==> src/hw/rtl/touch_strip_gesture_recognizer_defines.svh <==
// Assertion macros for the touch strip gesture recognizer.
// No dependencies; included by files that carry concurrent checks.
`ifndef TOUCH_STRIP_GESTURE_RECOGNIZER_DEFINES_SVH
`define TOUCH_STRIP_GESTURE_RECOGNIZER_DEFINES_SVH

// same-cycle implication, disabled during reset
`define TSGR_ASSERT_NOW(label, clk, rst_n, ante, cons, msg) \
	label: assert property (@(posedge clk) disable iff (!(rst_n)) (ante) |-> (cons)) \
		else $error(msg);

// next-cycle implication, disabled during reset
`define TSGR_ASSERT_NEXT(label, clk, rst_n, ante, cons, msg) \
	label: assert property (@(posedge clk) disable iff (!(rst_n)) (ante) |=> (cons)) \
		else $error(msg);

`endif

==> src/hw/rtl/tsgr_pkg.sv <==
// Shared types, constants and codes for the touch strip gesture recognizer.
// No dependencies.
package tsgr_pkg;

	// gesture codes
	localparam logic [2:0] GEST_NONE    = 3'd0;
	localparam logic [2:0] GEST_PRESS   = 3'd1;
	localparam logic [2:0] GEST_RELEASE = 3'd2;
	localparam logic [2:0] GEST_FWD     = 3'd3;
	localparam logic [2:0] GEST_BACK    = 3'd4;
	localparam logic [2:0] GEST_LONG    = 3'd5;

	// configuration register indexes
	localparam logic [1:0] REG_SWIPE_THR = 2'd0;
	localparam logic [1:0] REG_LONG_MS   = 2'd1;
	localparam logic [1:0] REG_POLL_MS   = 2'd2;

	// register reset values
	localparam logic [7:0]  RST_SWIPE_THR = 8'd30;
	localparam logic [15:0] RST_LONG_MS   = 16'd1000;
	localparam logic [9:0]  RST_POLL_MS   = 10'd20;

	// depth of the queue between front and back
	localparam int QUEUE_DEPTH = 2;

	// one queued sample
	typedef struct packed {
		logic [31:0] now;
		logic [1:0]  z0;
		logic [1:0]  z1;
		logic [1:0]  z2;
		logic        skip;
	} entry_t;

	// configuration seen by the back end
	typedef struct packed {
		logic [7:0]  swipe_thr;
		logic [15:0] long_ms;
	} back_cfg_t;

	// queue status toward the back end
	typedef struct packed {
		logic   empty;
		entry_t head;
	} queue_stat_t;

endpackage

==> src/hw/rtl/touch_strip_gesture_recognizer.sv <==
// Top level of the touch strip gesture recognizer: registers, front, queue, back.
// Depends on tsgr_pkg, tsgr_front, tsgr_fifo, tsgr_back and the defines header.
//
//  channel | signals                               | direction
//  --------+---------------------------------------+----------
//  in      | in_valid, in_stall, time_ms, zone_sts | sample in
//  out     | out_valid, out_stall, gesture, ...    | result out
//  cfg     | cfg_valid, cfg_ready, cfg_index, data | register write
//
// One result word per sample. The back end pops a sample, runs the 3-bit-per-cycle
// position divider and loads the result, waiting while out_stall holds the last
// one; samples dropped by the poll check skip the divider. The front takes a word
// per cycle until the queue is full. Reset is asynchronous and clears all control
// state; in_stall rises only on a full queue, out_stall holds the result and back end.
`include "touch_strip_gesture_recognizer_defines.svh"

module touch_strip_gesture_recognizer #(
	parameter int QUEUE_DEPTH = tsgr_pkg::QUEUE_DEPTH
) (
	input  logic              clk,
	input  logic              arst_n,
	input  logic              in_valid,
	output logic              in_stall,
	input  logic [31:0]       time_ms,
	input  logic [7:0]        zone_status,
	output logic              out_valid,
	input  logic              out_stall,
	output logic [2:0]        gesture,
	output logic signed [7:0] position,
	output logic              touched,
	input  logic              cfg_valid,
	output logic              cfg_ready,
	input  logic [1:0]        cfg_index,
	input  logic [15:0]       cfg_data
);
	logic [7:0]  swipe_thr_q;
	logic [15:0] long_ms_q;
	logic [9:0]  poll_ms_q;

	logic                  push;
	logic                  pop;
	logic                  queue_full;
	tsgr_pkg::entry_t      push_word;
	tsgr_pkg::queue_stat_t qstat;
	tsgr_pkg::back_cfg_t   bcfg;

	assign cfg_ready = 1'b1;

	// configuration registers
	always_ff @(posedge clk or negedge arst_n) begin
		if (!arst_n) begin
			swipe_thr_q <= tsgr_pkg::RST_SWIPE_THR;
			long_ms_q   <= tsgr_pkg::RST_LONG_MS;
			poll_ms_q   <= tsgr_pkg::RST_POLL_MS;
		end else if (cfg_valid && cfg_ready) begin
			unique case (cfg_index)
				tsgr_pkg::REG_SWIPE_THR: swipe_thr_q <= cfg_data[7:0];
				tsgr_pkg::REG_LONG_MS:   long_ms_q   <= cfg_data;
				tsgr_pkg::REG_POLL_MS:   poll_ms_q   <= cfg_data[9:0];
				default: begin
					// unknown index, write dropped
				end
			endcase
		end
	end

	assign bcfg.swipe_thr = swipe_thr_q;
	assign bcfg.long_ms   = long_ms_q;

	tsgr_front u_front (
		.clk         (clk),
		.arst_n      (arst_n),
		.in_valid    (in_valid),
		.time_ms     (time_ms),
		.zone_status (zone_status),
		.poll_ms     (poll_ms_q),
		.queue_full  (queue_full),
		.in_stall    (in_stall),
		.push        (push),
		.push_word   (push_word)
	);

	tsgr_fifo #(
		.DEPTH (QUEUE_DEPTH)
	) u_fifo (
		.clk       (clk),
		.arst_n    (arst_n),
		.push      (push),
		.push_word (push_word),
		.pop       (pop),
		.full      (queue_full),
		.stat      (qstat)
	);

	tsgr_back u_back (
		.clk       (clk),
		.arst_n    (arst_n),
		.cfg       (bcfg),
		.qstat     (qstat),
		.pop       (pop),
		.out_valid (out_valid),
		.out_stall (out_stall),
		.gesture   (gesture),
		.position  (position),
		.touched   (touched)
	);

	// an untouched sample gives no press, swipe or long press
	`TSGR_ASSERT_NOW(a_untouched_gest, clk, arst_n, out_valid && !touched, gesture == tsgr_pkg::GEST_NONE || gesture == tsgr_pkg::GEST_RELEASE, "gesture without touch")
	// a touched sample never reports release
	`TSGR_ASSERT_NOW(a_touched_no_rel, clk, arst_n, out_valid && touched, gesture != tsgr_pkg::GEST_RELEASE, "release while touched")
	// no touch means centered position
	`TSGR_ASSERT_NOW(a_untouched_pos, clk, arst_n, out_valid && !touched, position == 8'sd0, "position without touch")
	// queue never overrun or popped empty
	`TSGR_ASSERT_NOW(a_queue_ok, clk, arst_n, push || pop, !(push && queue_full) && !(pop && qstat.empty), "queue misuse")
endmodule

==> src/hw/rtl/tsgr_fifo.sv <==
// Small flop-based word queue between front and back.
// Depends on tsgr_pkg.
module tsgr_fifo #(
	parameter int DEPTH = tsgr_pkg::QUEUE_DEPTH
) (
	input  logic                  clk,
	input  logic                  arst_n,
	input  logic                  push,
	input  tsgr_pkg::entry_t      push_word,
	input  logic                  pop,
	output logic                  full,
	output tsgr_pkg::queue_stat_t stat
);
	localparam int PW = (DEPTH > 1) ? $clog2(DEPTH) : 1;
	localparam int CW = $clog2(DEPTH + 1);
	localparam logic [PW-1:0] LAST = PW'(DEPTH - 1);
	localparam logic [CW-1:0] FULL_CNT = CW'(DEPTH);

	tsgr_pkg::entry_t mem_q [DEPTH];
	logic [PW-1:0] wr_ptr_q, rd_ptr_q;
	logic [CW-1:0] count_q;

	assign full = (count_q == FULL_CNT);
	assign stat.empty = (count_q == '0);
	assign stat.head = mem_q[rd_ptr_q];

	// storage, no reset needed
	always_ff @(posedge clk) begin
		if (push) begin
			mem_q[wr_ptr_q] <= push_word;
		end
	end

	// pointers and fill count
	always_ff @(posedge clk or negedge arst_n) begin
		if (!arst_n) begin
			wr_ptr_q <= '0;
			rd_ptr_q <= '0;
			count_q  <= '0;
		end else begin
			if (push) begin
				wr_ptr_q <= (wr_ptr_q == LAST) ? '0 : wr_ptr_q + 1'b1;
			end
			if (pop) begin
				rd_ptr_q <= (rd_ptr_q == LAST) ? '0 : rd_ptr_q + 1'b1;
			end
			if (push && !pop) begin
				count_q <= count_q + 1'b1;
			end else if (pop && !push) begin
				count_q <= count_q - 1'b1;
			end
		end
	end
endmodule

==> src/hw/rtl/tsgr_front.sv <==
// Front end: takes samples, applies the poll interval, splits the zones.
// Depends on tsgr_pkg.
module tsgr_front (
	input  logic             clk,
	input  logic             arst_n,
	input  logic             in_valid,
	input  logic [31:0]      time_ms,
	input  logic [7:0]       zone_status,
	input  logic [9:0]       poll_ms,
	input  logic             queue_full,
	output logic             in_stall,
	output logic             push,
	output tsgr_pkg::entry_t push_word
);
	logic [31:0] last_q;
	logic [31:0] elapsed;
	logic        skip;

	assign in_stall = queue_full;
	assign push     = in_valid && !queue_full;

	// wrap-safe elapsed time since the last taken sample
	assign elapsed = time_ms - last_q;
	assign skip    = (elapsed < {22'd0, poll_ms});

	assign push_word.now  = time_ms;
	assign push_word.z0   = skip ? 2'd0 : zone_status[1:0];
	assign push_word.z1   = skip ? 2'd0 : zone_status[3:2];
	assign push_word.z2   = skip ? 2'd0 : zone_status[5:4];
	assign push_word.skip = skip;

	// timestamp of the last sample that passed the poll check
	always_ff @(posedge clk or negedge arst_n) begin
		if (!arst_n) begin
			last_q <= '0;
		end else if (push && !skip) begin
			last_q <= time_ms;
		end
	end
endmodule

==> src/hw/rtl/tsgr_back.sv <==
// Back end: position divider, gesture state machine and output register.
// Depends on tsgr_pkg.
module tsgr_back (
	input  logic                  clk,
	input  logic                  arst_n,
	input  tsgr_pkg::back_cfg_t   cfg,
	input  tsgr_pkg::queue_stat_t qstat,
	output logic                  pop,
	output logic                  out_valid,
	input  logic                  out_stall,
	output logic [2:0]            gesture,
	output logic signed [7:0]     position,
	output logic                  touched
);
	// sequencer states
	localparam logic [1:0] ST_IDLE = 2'd0;
	localparam logic [1:0] ST_DIV  = 2'd1;
	localparam logic [1:0] ST_DONE = 2'd2;

	// gesture phases
	localparam logic [1:0] PH_IDLE    = 2'd0;
	localparam logic [1:0] PH_TOUCHED = 2'd1;
	localparam logic [1:0] PH_SWIPING = 2'd2;

	localparam int BITS_PER_CYC = 3;
	localparam logic [1:0] DIV_LAST = 2'd2;

	logic [1:0]       st_q;
	tsgr_pkg::entry_t ent_q;
	logic [8:0]       dvd_q;
	logic [3:0]       rem_q;
	logic [8:0]       quo_q;
	logic [3:0]       dvs_q;
	logic             neg_q;
	logic [1:0]       cnt_q;

	logic [1:0]        phase_q;
	logic signed [7:0] start_pos_q;
	logic [31:0]       start_time_q;
	logic              lp_done_q;

	logic              out_valid_q;
	logic [2:0]        gest_q;
	logic signed [7:0] pos_q;
	logic              touched_q;

	// divisor and dividend of the head word
	logic [3:0]  h_total;
	logic [2:0]  h_diff;
	logic        h_neg;
	logic [8:0]  h_mag;

	// divider step outputs
	logic [3:0] rem_d;
	logic [8:0] dvd_d;
	logic [8:0] quo_d;

	// result and state machine
	logic              t_w;
	logic signed [7:0] pos_w;
	logic [7:0]        qmag;
	logic signed [9:0] delta;
	logic signed [9:0] thr_p;
	logic signed [9:0] thr_n;
	logic [31:0]       held;
	logic [2:0]        gest_w;
	logic [1:0]        phase_d;
	logic              lp_done_d;
	logic              take;
	logic              load;

	assign pop  = (st_q == ST_IDLE) && !qstat.empty;
	assign take = !out_valid_q || !out_stall;
	assign load = (st_q == ST_DONE) && take;

	// numerator 100*(z2-z0) split into sign and magnitude
	always_comb begin
		h_total = {2'b00, qstat.head.z0} + {2'b00, qstat.head.z1} + {2'b00, qstat.head.z2};
		h_neg   = (qstat.head.z0 > qstat.head.z2);
		h_diff  = h_neg ? ({1'b0, qstat.head.z0} - {1'b0, qstat.head.z2})
		                : ({1'b0, qstat.head.z2} - {1'b0, qstat.head.z0});
		h_mag   = {6'd0, h_diff} * 9'd100;
	end

	// restoring divider, three quotient bits a cycle
	always_comb begin
		logic [4:0] r;
		rem_d = rem_q;
		dvd_d = dvd_q;
		quo_d = quo_q;
		for (int k = 0; k < BITS_PER_CYC; k++) begin
			r = {rem_d, dvd_d[8]};
			dvd_d = {dvd_d[7:0], 1'b0};
			if (r >= {1'b0, dvs_q}) begin
				rem_d = 4'(r - {1'b0, dvs_q});
				quo_d = {quo_d[7:0], 1'b1};
			end else begin
				rem_d = r[3:0];
				quo_d = {quo_d[7:0], 1'b0};
			end
		end
	end

	// signed position, truncated toward zero
	always_comb begin
		t_w   = !ent_q.skip && ((ent_q.z0 | ent_q.z1 | ent_q.z2) != 2'd0);
		qmag  = {1'b0, quo_q[6:0]};
		pos_w = 8'sd0;
		if (t_w) begin
			pos_w = neg_q ? $signed(-qmag) : $signed(qmag);
		end
	end

	// gesture state machine
	always_comb begin
		delta     = 10'(pos_w) - 10'(start_pos_q);
		thr_p     = $signed({2'b00, cfg.swipe_thr});
		thr_n     = -thr_p;
		held      = ent_q.now - start_time_q;
		gest_w    = tsgr_pkg::GEST_NONE;
		phase_d   = phase_q;
		lp_done_d = lp_done_q;
		unique case (phase_q)
			PH_TOUCHED: begin
				if (!t_w) begin
					phase_d = PH_IDLE;
					gest_w  = tsgr_pkg::GEST_RELEASE;
				end else if (delta > thr_p) begin
					phase_d = PH_SWIPING;
					gest_w  = tsgr_pkg::GEST_FWD;
				end else if (delta < thr_n) begin
					phase_d = PH_SWIPING;
					gest_w  = tsgr_pkg::GEST_BACK;
				end else if (!lp_done_q && (held >= {16'd0, cfg.long_ms})) begin
					lp_done_d = 1'b1;
					gest_w    = tsgr_pkg::GEST_LONG;
				end
			end
			PH_SWIPING: begin
				if (!t_w) begin
					phase_d = PH_IDLE;
					gest_w  = tsgr_pkg::GEST_RELEASE;
				end
			end
			default: begin
				// idle, and the unused code treated as idle
				phase_d = PH_IDLE;
				if (t_w) begin
					phase_d   = PH_TOUCHED;
					lp_done_d = 1'b0;
					gest_w    = tsgr_pkg::GEST_PRESS;
				end
			end
		endcase
		if (ent_q.skip) begin
			gest_w    = tsgr_pkg::GEST_NONE;
			phase_d   = phase_q;
			lp_done_d = lp_done_q;
		end
	end

	// sequencer control
	always_ff @(posedge clk or negedge arst_n) begin
		if (!arst_n) begin
			st_q  <= ST_IDLE;
			cnt_q <= '0;
		end else begin
			unique case (st_q)
				ST_IDLE: begin
					if (pop) begin
						st_q  <= qstat.head.skip ? ST_DONE : ST_DIV;
						cnt_q <= '0;
					end
				end
				ST_DIV: begin
					cnt_q <= cnt_q + 1'b1;
					if (cnt_q == DIV_LAST) begin
						st_q <= ST_DONE;
					end
				end
				ST_DONE: begin
					if (take) begin
						st_q <= ST_IDLE;
					end
				end
				default: begin
					st_q <= ST_IDLE;
				end
			endcase
		end
	end

	// working word and divider registers
	always_ff @(posedge clk) begin
		if (pop) begin
			ent_q <= qstat.head;
			dvd_q <= h_mag;
			dvs_q <= h_total;
			neg_q <= h_neg;
			rem_q <= '0;
			quo_q <= '0;
		end else if (st_q == ST_DIV) begin
			dvd_q <= dvd_d;
			rem_q <= rem_d;
			quo_q <= quo_d;
		end
	end

	// gesture state
	always_ff @(posedge clk or negedge arst_n) begin
		if (!arst_n) begin
			phase_q      <= PH_IDLE;
			start_pos_q  <= '0;
			start_time_q <= '0;
			lp_done_q    <= 1'b0;
		end else if (load) begin
			phase_q   <= phase_d;
			lp_done_q <= lp_done_d;
			if (gest_w == tsgr_pkg::GEST_PRESS) begin
				start_pos_q  <= pos_w;
				start_time_q <= ent_q.now;
			end
		end
	end

	// output word valid
	always_ff @(posedge clk or negedge arst_n) begin
		if (!arst_n) begin
			out_valid_q <= 1'b0;
		end else if (load) begin
			out_valid_q <= 1'b1;
		end else if (!out_stall) begin
			out_valid_q <= 1'b0;
		end
	end

	// output word payload
	always_ff @(posedge clk) begin
		if (load) begin
			gest_q    <= gest_w;
			pos_q     <= pos_w;
			touched_q <= t_w;
		end
	end

	assign out_valid = out_valid_q;
	assign gesture   = gest_q;
	assign position  = pos_q;
	assign touched   = touched_q;
endmodule
==> config.mk <==
export PLATFORM = sky130hd
export DESIGN_NAME = touch_strip_gesture_recognizer
export DESIGN_NICKNAME = d
export VERILOG_FILES = /design/src/hw/rtl/tsgr_pkg.sv /design/src/hw/rtl/touch_strip_gesture_recognizer.sv /design/src/hw/rtl/tsgr_fifo.sv /design/src/hw/rtl/tsgr_front.sv /design/src/hw/rtl/tsgr_back.sv
export VERILOG_INCLUDE_DIRS = /design/src /design/src/hw/rtl
export SDC_FILE = /design/constraint.sdc
export NUM_CORES = 1
export LEC_CHECK = 0
export BUFFER_PORTS_ARGS = -buffer_cell sky130_fd_sc_hd__buf_2
export CAP_MARGIN = 40
export CELL_PAD_IN_SITES_DETAIL_PLACEMENT = 1
export CELL_PAD_IN_SITES_GLOBAL_PLACEMENT = 1
export CORE_MARGIN = 8
export CORE_UTILIZATION = 45
export DETAILED_ROUTE_END_ITERATION = 8
export PLACE_DENSITY_LB_ADDON = 0.1
export SLEW_MARGIN = 25
export SYNTH_ARGS = -nofsm -noshare
export SYNTH_HDL_FRONTEND = slang
export SYNTH_SLANG_ARGS = --single-unit
==> constraint.sdc <==
create_clock -name clk -period 4.81 [get_ports clk]
set_input_delay 0.7215 -clock clk [delete_from_list [all_inputs] [get_ports clk]]
set_output_delay 0.7215 -clock clk [all_outputs]
set_load 0.01 [all_outputs]
* After elaboration in Yosys (flattened, before gate mapping)
Memory sizes are Yosys's and may differ from the RTL's. Cells that the tools add are included.
Storage, ports and cells: flip-flop bits (word level) 192, bits in writable memories 78, input bits 63, output and inout bits 15, logic and storage cells 158, memories 1
Memory list:
- u_fifo.mem_q | words 2, bits a word 39, read ports 1, clocked after memory_dff 0, wr ports 1, line tsgr_fifo.sv:19 | tsgr_pkg::entry_t mem_q [DEPTH];
Cells by class: add/subtract/negate cells 17, multipliers 1, order comparisons 8, equal/unequal tests 18, mux-type cells 49, bitwise logic cells 4, reduce and logical (&&, ||, !) cells 33
Operator list (number):
- 32-bit subtractor | 2
- 32-bit by 16-bit greater-or-equal comparator with 1-bit output | 1
- 32-bit by 10-bit less-than comparator with 1-bit output | 1
- 2-bit two-way mux | 15
- 3-bit two-way mux | 6
- 9-bit two-way mux | 2
- 1-bit two-way mux | 16
- 8-bit two-way mux | 2
- 5-bit by 4-bit greater-or-equal comparator with 1-bit output | 3
- 4-bit two-way mux | 3
- 4-bit subtractor | 3
- 2-bit equality test, second input constant | 5
- 10-bit by 9-bit greater-than comparator with 1-bit output | 1
- 10-bit less-than comparator | 1
- 8-bit negation with 10-bit output | 1
- 2-bit AND reduction | 5
- 1-bit logical NOT | 9
- 8-bit by 8-bit subtractor with 9-bit output | 1
- 1-bit logical AND | 8
- 2-bit by 1-bit != test with 1-bit output, second input constant | 4
- 2-bit != test, second input constant | 4
- 7-bit negation with 8-bit output | 1
- 2-bit one-hot mux with 2 select lines | 2
- 2-bit nonzero test | 4
- other kinds (21) | 30

* Logic depth before layout (Yosys ltp)
depth after elaboration 14, mapped depth 25, mapped depth without buffers 25

* Modules after synthesis
From an unflattened synthesis, not the netlist that was laid out.
Second synthesis, totals: cell total of the unflattened synthesis 1555, area total of the unflattened synthesis 17078.9 um^2
By module, submodules not included:
- tsgr_back | instances 1, cells each 909, area each 8867.3 um^2, sequential area each 3313.2 um^2
- tsgr_front | instances 1, cells each 434, area each 3873.7 um^2, sequential area each 800.8 um^2
- tsgr_fifo | instances 1, cells each 137, area each 3012.9 um^2, sequential area each 2442.3 um^2
- touch_strip_gesture_recognizer | instances 1, cells each 75, area each 1325.0 um^2, sequential area each 865.8 um^2

* Worst setup path before layout
OpenSTA, ideal clock, no wires.
kind register -> register, start point reg u_back.dvs_q[1], end point reg u_back.rem_q[2], setup time 0.117 ns, arrival time 4.685 ns, required time 4.693 ns, path slack 0.008 ns, stages on the path, launching flop included 22, path buffers 0, period minus slack after synthesis 4.802 ns, path through edfxtp_1 > inv_1 > ha_1 > a21o_1 > a21o_1 > and2_1 > nor2_1 > mux2_2 > ha_1 > a21o_1 > a211oi_1 > nor2_1 > a21oi_1 > inv_1 > ha_1 > o21ai_0 > nand2b_1 > a21o_1 > a21oi_1 > o211ai_1 > mux2i_1 > a211oi_1
On the way: word-level cells in the longest chain between the ends 6, elaborated cells on any way between the ends 9, classes of those cells add/sub: 3; order compare: 3; mux: 3
Ends and longest elaborated chain:
- from (decl) | line tsgr_back.sv:33 | logic [3:0] dvs_q;
- from (signal assigned) | line tsgr_back.sv:198 | dvs_q <= h_total;
- 4-bit subtractor or 5-bit by 4-bit greater-or-equal comparator with 1-bit output (tied branches) | line tsgr_back.sv:95, tsgr_back.sv:94
- 4-bit two-way mux | line tsgr_back.sv:94 | if (r >= {1'b0, dvs_q}) begin
- 5-bit by 4-bit greater-or-equal comparator with 1-bit output or 4-bit subtractor (tied branches) | line tsgr_back.sv:94, tsgr_back.sv:95
- 4-bit two-way mux | line tsgr_back.sv:94
- 4-bit subtractor or 5-bit by 4-bit greater-or-equal comparator with 1-bit output (tied branches) | line tsgr_back.sv:95, tsgr_back.sv:94
- 4-bit two-way mux * | line tsgr_back.sv:94
- to (signal assigned) | line tsgr_back.sv:204 | rem_q <= rem_d;
- to (decl) | line tsgr_back.sv:31 | logic [3:0] rem_q;
Mark *: on every way between the ends. The rest lies on a longest branch, timed or not. A chain may end at the register's enable or synchronous reset.

==> impl_metrics.toml <==
[cells_and_area]
final_layout_size_suffix_gt1_share_pct = 17.63
fin_nets = 1934
antennaDiodeCount = 0
postLayoutCoreUtil_pct = 51.53
synthToLayoutAreaGrowth_pct = 13.34

[clock_tree]
cts_root_buf = "clkbuf_16"
cts_max_path_buffers = 3
cts_made_buffers = 30
cts_sinks = 270
worstSkewPairLatency_ns = 0.56
ctsHtreeMaxLevel = 1
cts_tree = "done"
cts.clk_slew.worst_paths_ns = 0.06

[worst_setup_path]
cp.arrival_ns = 5.04
end_kind = "flop"
crit_type = "reg -> reg"
path_max_fanout = 3
start_kind = "flop"
critical_path_required_ns = 5.23
ff2ff_path_depth = 19

[synthesis]
ys_async_sr_fraction_pct = 43.70
synth.most_common_cell = "inv_1"
synth_seq_area_share_pct = 44.69
synth_edf_count = 141
synth_common_cells = "153 x inv_1, 141 x edfxtp_1, 138 x ha_1, 137 x nand2_1, 109 x nor2_1"
syn-instance-count = 1621
synth_area_leaders = "edfxtp_1 25%, dfrtp_1 16%, ha_1 10%, mux2_2 6.8%, inv_1 3.5%"
ys_types = 81
synth_top_area_cell = "edfxtp_1"
syn_area_per_cell_um2 = 10.25
netlist_area_um2 = 16610
syn_nets = 1832
yosysTopAreaCellShare_pct = 25.50
synth-seq-cells = 270
synth_warnings = 0
ys.flop_type = "edfxtp_1"

[worst_hold_path]
holdPathStages = 1
worst_hold_path_type = "in -> reg"

[status]
status = "completed"

[global_route]
grt_use_met3_pct = 1.924
busiest_layer = "met2"
antenna_found_initial = 0
grt_overflow = 0
grtUsageMet1_pct = 25.93
grt_usage_pct = 19.68
grt_pass1_wl_mm = 70.46
grt_pass1_vias = 13390
grtUsageMet2_pct = 34.47
grt_max_degree = 65

[placed_design]
portBuffers = 74
gp_congestion = 0.8564
dpl.hpwl_mm = 33.06

[timing]
period_share_pct = 96.08
finalClockSkew_ns = 0.008932
tightest_slew_ns = 0.6642
hold_viol_final = 0
max_freq_mhz = 216.4
setup_violations = 0
slew_violations = 0
max_slew_margin_pct = 55.72
period_needed_ns = 4.621

[floorplan]
die_w_um = 208.1
die_h_um = 208.1
start_util_pct = 45.47
num_io_pins = 78
dieArea_um2 = 43310
num_rows = 70
coreArea_um2 = 36520

[route]
drtIter0Drc = 472
firstDrtPassIters = 5
vias_per_cell = 5.602
wl_mm = 43.02
ant_nets = 0
vias = 12410
wl_per_cell_um = 19.42
drcViolationCount = 0

[job]
maxCapViolCount = 0
## worst paths after layout
path | startpoint | to | slack, ns
setup / recovery | u_front.last_q[0] | u_fifo.mem_q[0][0] | 0.19
hold / removal | time_ms[0] | u_fifo.mem_q[1][7] | 0.36
setup reg to reg | u_front.last_q[0] | u_fifo.mem_q[0][0] | 0.19
hold reg to reg | u_back.start_pos_q[4] | u_back.start_pos_q[4] | 0.48
max in group asynchronous | arst_n | long_ms_q[6] | 3.66
min in group asynchronous | arst_n | long_ms_q[12] | 0.54
## state kept, by name, indices dropped and copies added (netlist names), 4 cells and up
name / cells
long_ms_q: 16
poll_ms_q: 10
swipe_thr_q: 8
u_back.dvd_q: 7
u_back.dvs_q: 4
u_back.ent_q: 39
u_back.position: 8
u_back.quo_q: 7
u_back.rem_q: 4
u_back.start_pos_q: 8
u_back.start_time_q: 32
u_fifo.mem_q: 78
u_front.last_q: 32
## final cells by class
type	count	area [um^2]
Fill cell	4064	17700
Multi-Input combinational cell	1145	8457
Sequential cell	270	7423
Clock buffer	44	875.8
Timing Repair Buffer	121	812.0
Tap cell	468	585.6
Inverter	155	581.8
Clock inverter	12	86.33
## timing repair
action	4_1_cts	5_1_grt
endpoints found under the setup margin	4	12
hold endpoints to repair	0	4
hold buffers	0	1
setup buffers	1	4
pin swaps	1	3
gates resized for setup	1	15
## through the flow
stage / area, um^2 / setup WS, ns / hold slack [ns] / setup TNS, ns / std cells
after CTS: 18690 / 0.07530 / 0.2307 / 0 / 2208
after global placement: 17670 / -0.1412 / 0.4645 / -0.2824 / 2148
final: 18820 / 0.1887 / 0.3643 / 0 / 2215
after detailed placement: 17720 / -0.3954 / 0.4705 / -0.9212 / 2151
after floorplan: 16610 / 0.008150 / 0.4257 / 0 / 1621
after global routing: 18820 / -0.02946 / 0.3482 / -0.04344 / 2215
## worst max-delay path, cell delays in order (launching register included)
cell and delay, ns:
dfrtp_1 0.37, ha_1 0.19, inv_1 0.07, fa_1 0.41
a211oi_1 0.26, o21ai_1 0.14, and2_1 0.16, a21o_1 0.17
a21oi_1 0.16, xnor2_1 0.10, ha_1 0.20, a21oi_2 0.17
o221ai_1 0.15, or4b_2 0.69, nor4_1 0.20, nand3_1 0.11
nor3_1 0.16, nand3_1 0.16, a2111oi_1 0.33, and4b_1 0.28
## cells by family after synthesis
logic type / count (synthesis) / share of synthesized area (%)
compound gates: 377 / 14.73
mux: 119 / 7.933
xor+xnor: 73 / 3.850
simple gates: 427 / 12.30
buf+inv: 206 / 4.875
other cells: 1 / 0.02258
fa+ha+maj: 148 / 11.60
flops: 270 / 44.69
## metal layers
| layer | share of wire [%] | vias up | wire length, um |
|---|---|---|---|
| met5 | 0 | - | 0 |
| met4 | 1.9 | 0 | 813 |
| met3 | 2.8 | 49 | 1193 |
| met2 | 49 | 149 | 20910 |
| met1 | 47 | 6169 | 20090 |
| li1 | - | 6042 | - |
## layout by cell type (no fill, tap or decap), drive strengths merged, types with 10 or more instances in the layout
cell,n
buf,119
nand2b,12
nand3,32
ha,138
nor2b,23
fa,10
xnor2,47
o31ai,14
inv,155
dfrtp,106
a21oi,83
clkbuf,45
xor2,26
a21o,44
a211oi,15
edfxtp,141
dfxtp,11
o21ai,95
and2,12
mux2,101
a31oi,39
nand2,137
dfstp,12
mux2i,18
nand4,18
o21a,15
nor2,109
nor3,30
Power is left out: the tool's default activity adds up to more than one toggle a clock period on the data nets, which glitch-free logic cannot reach.
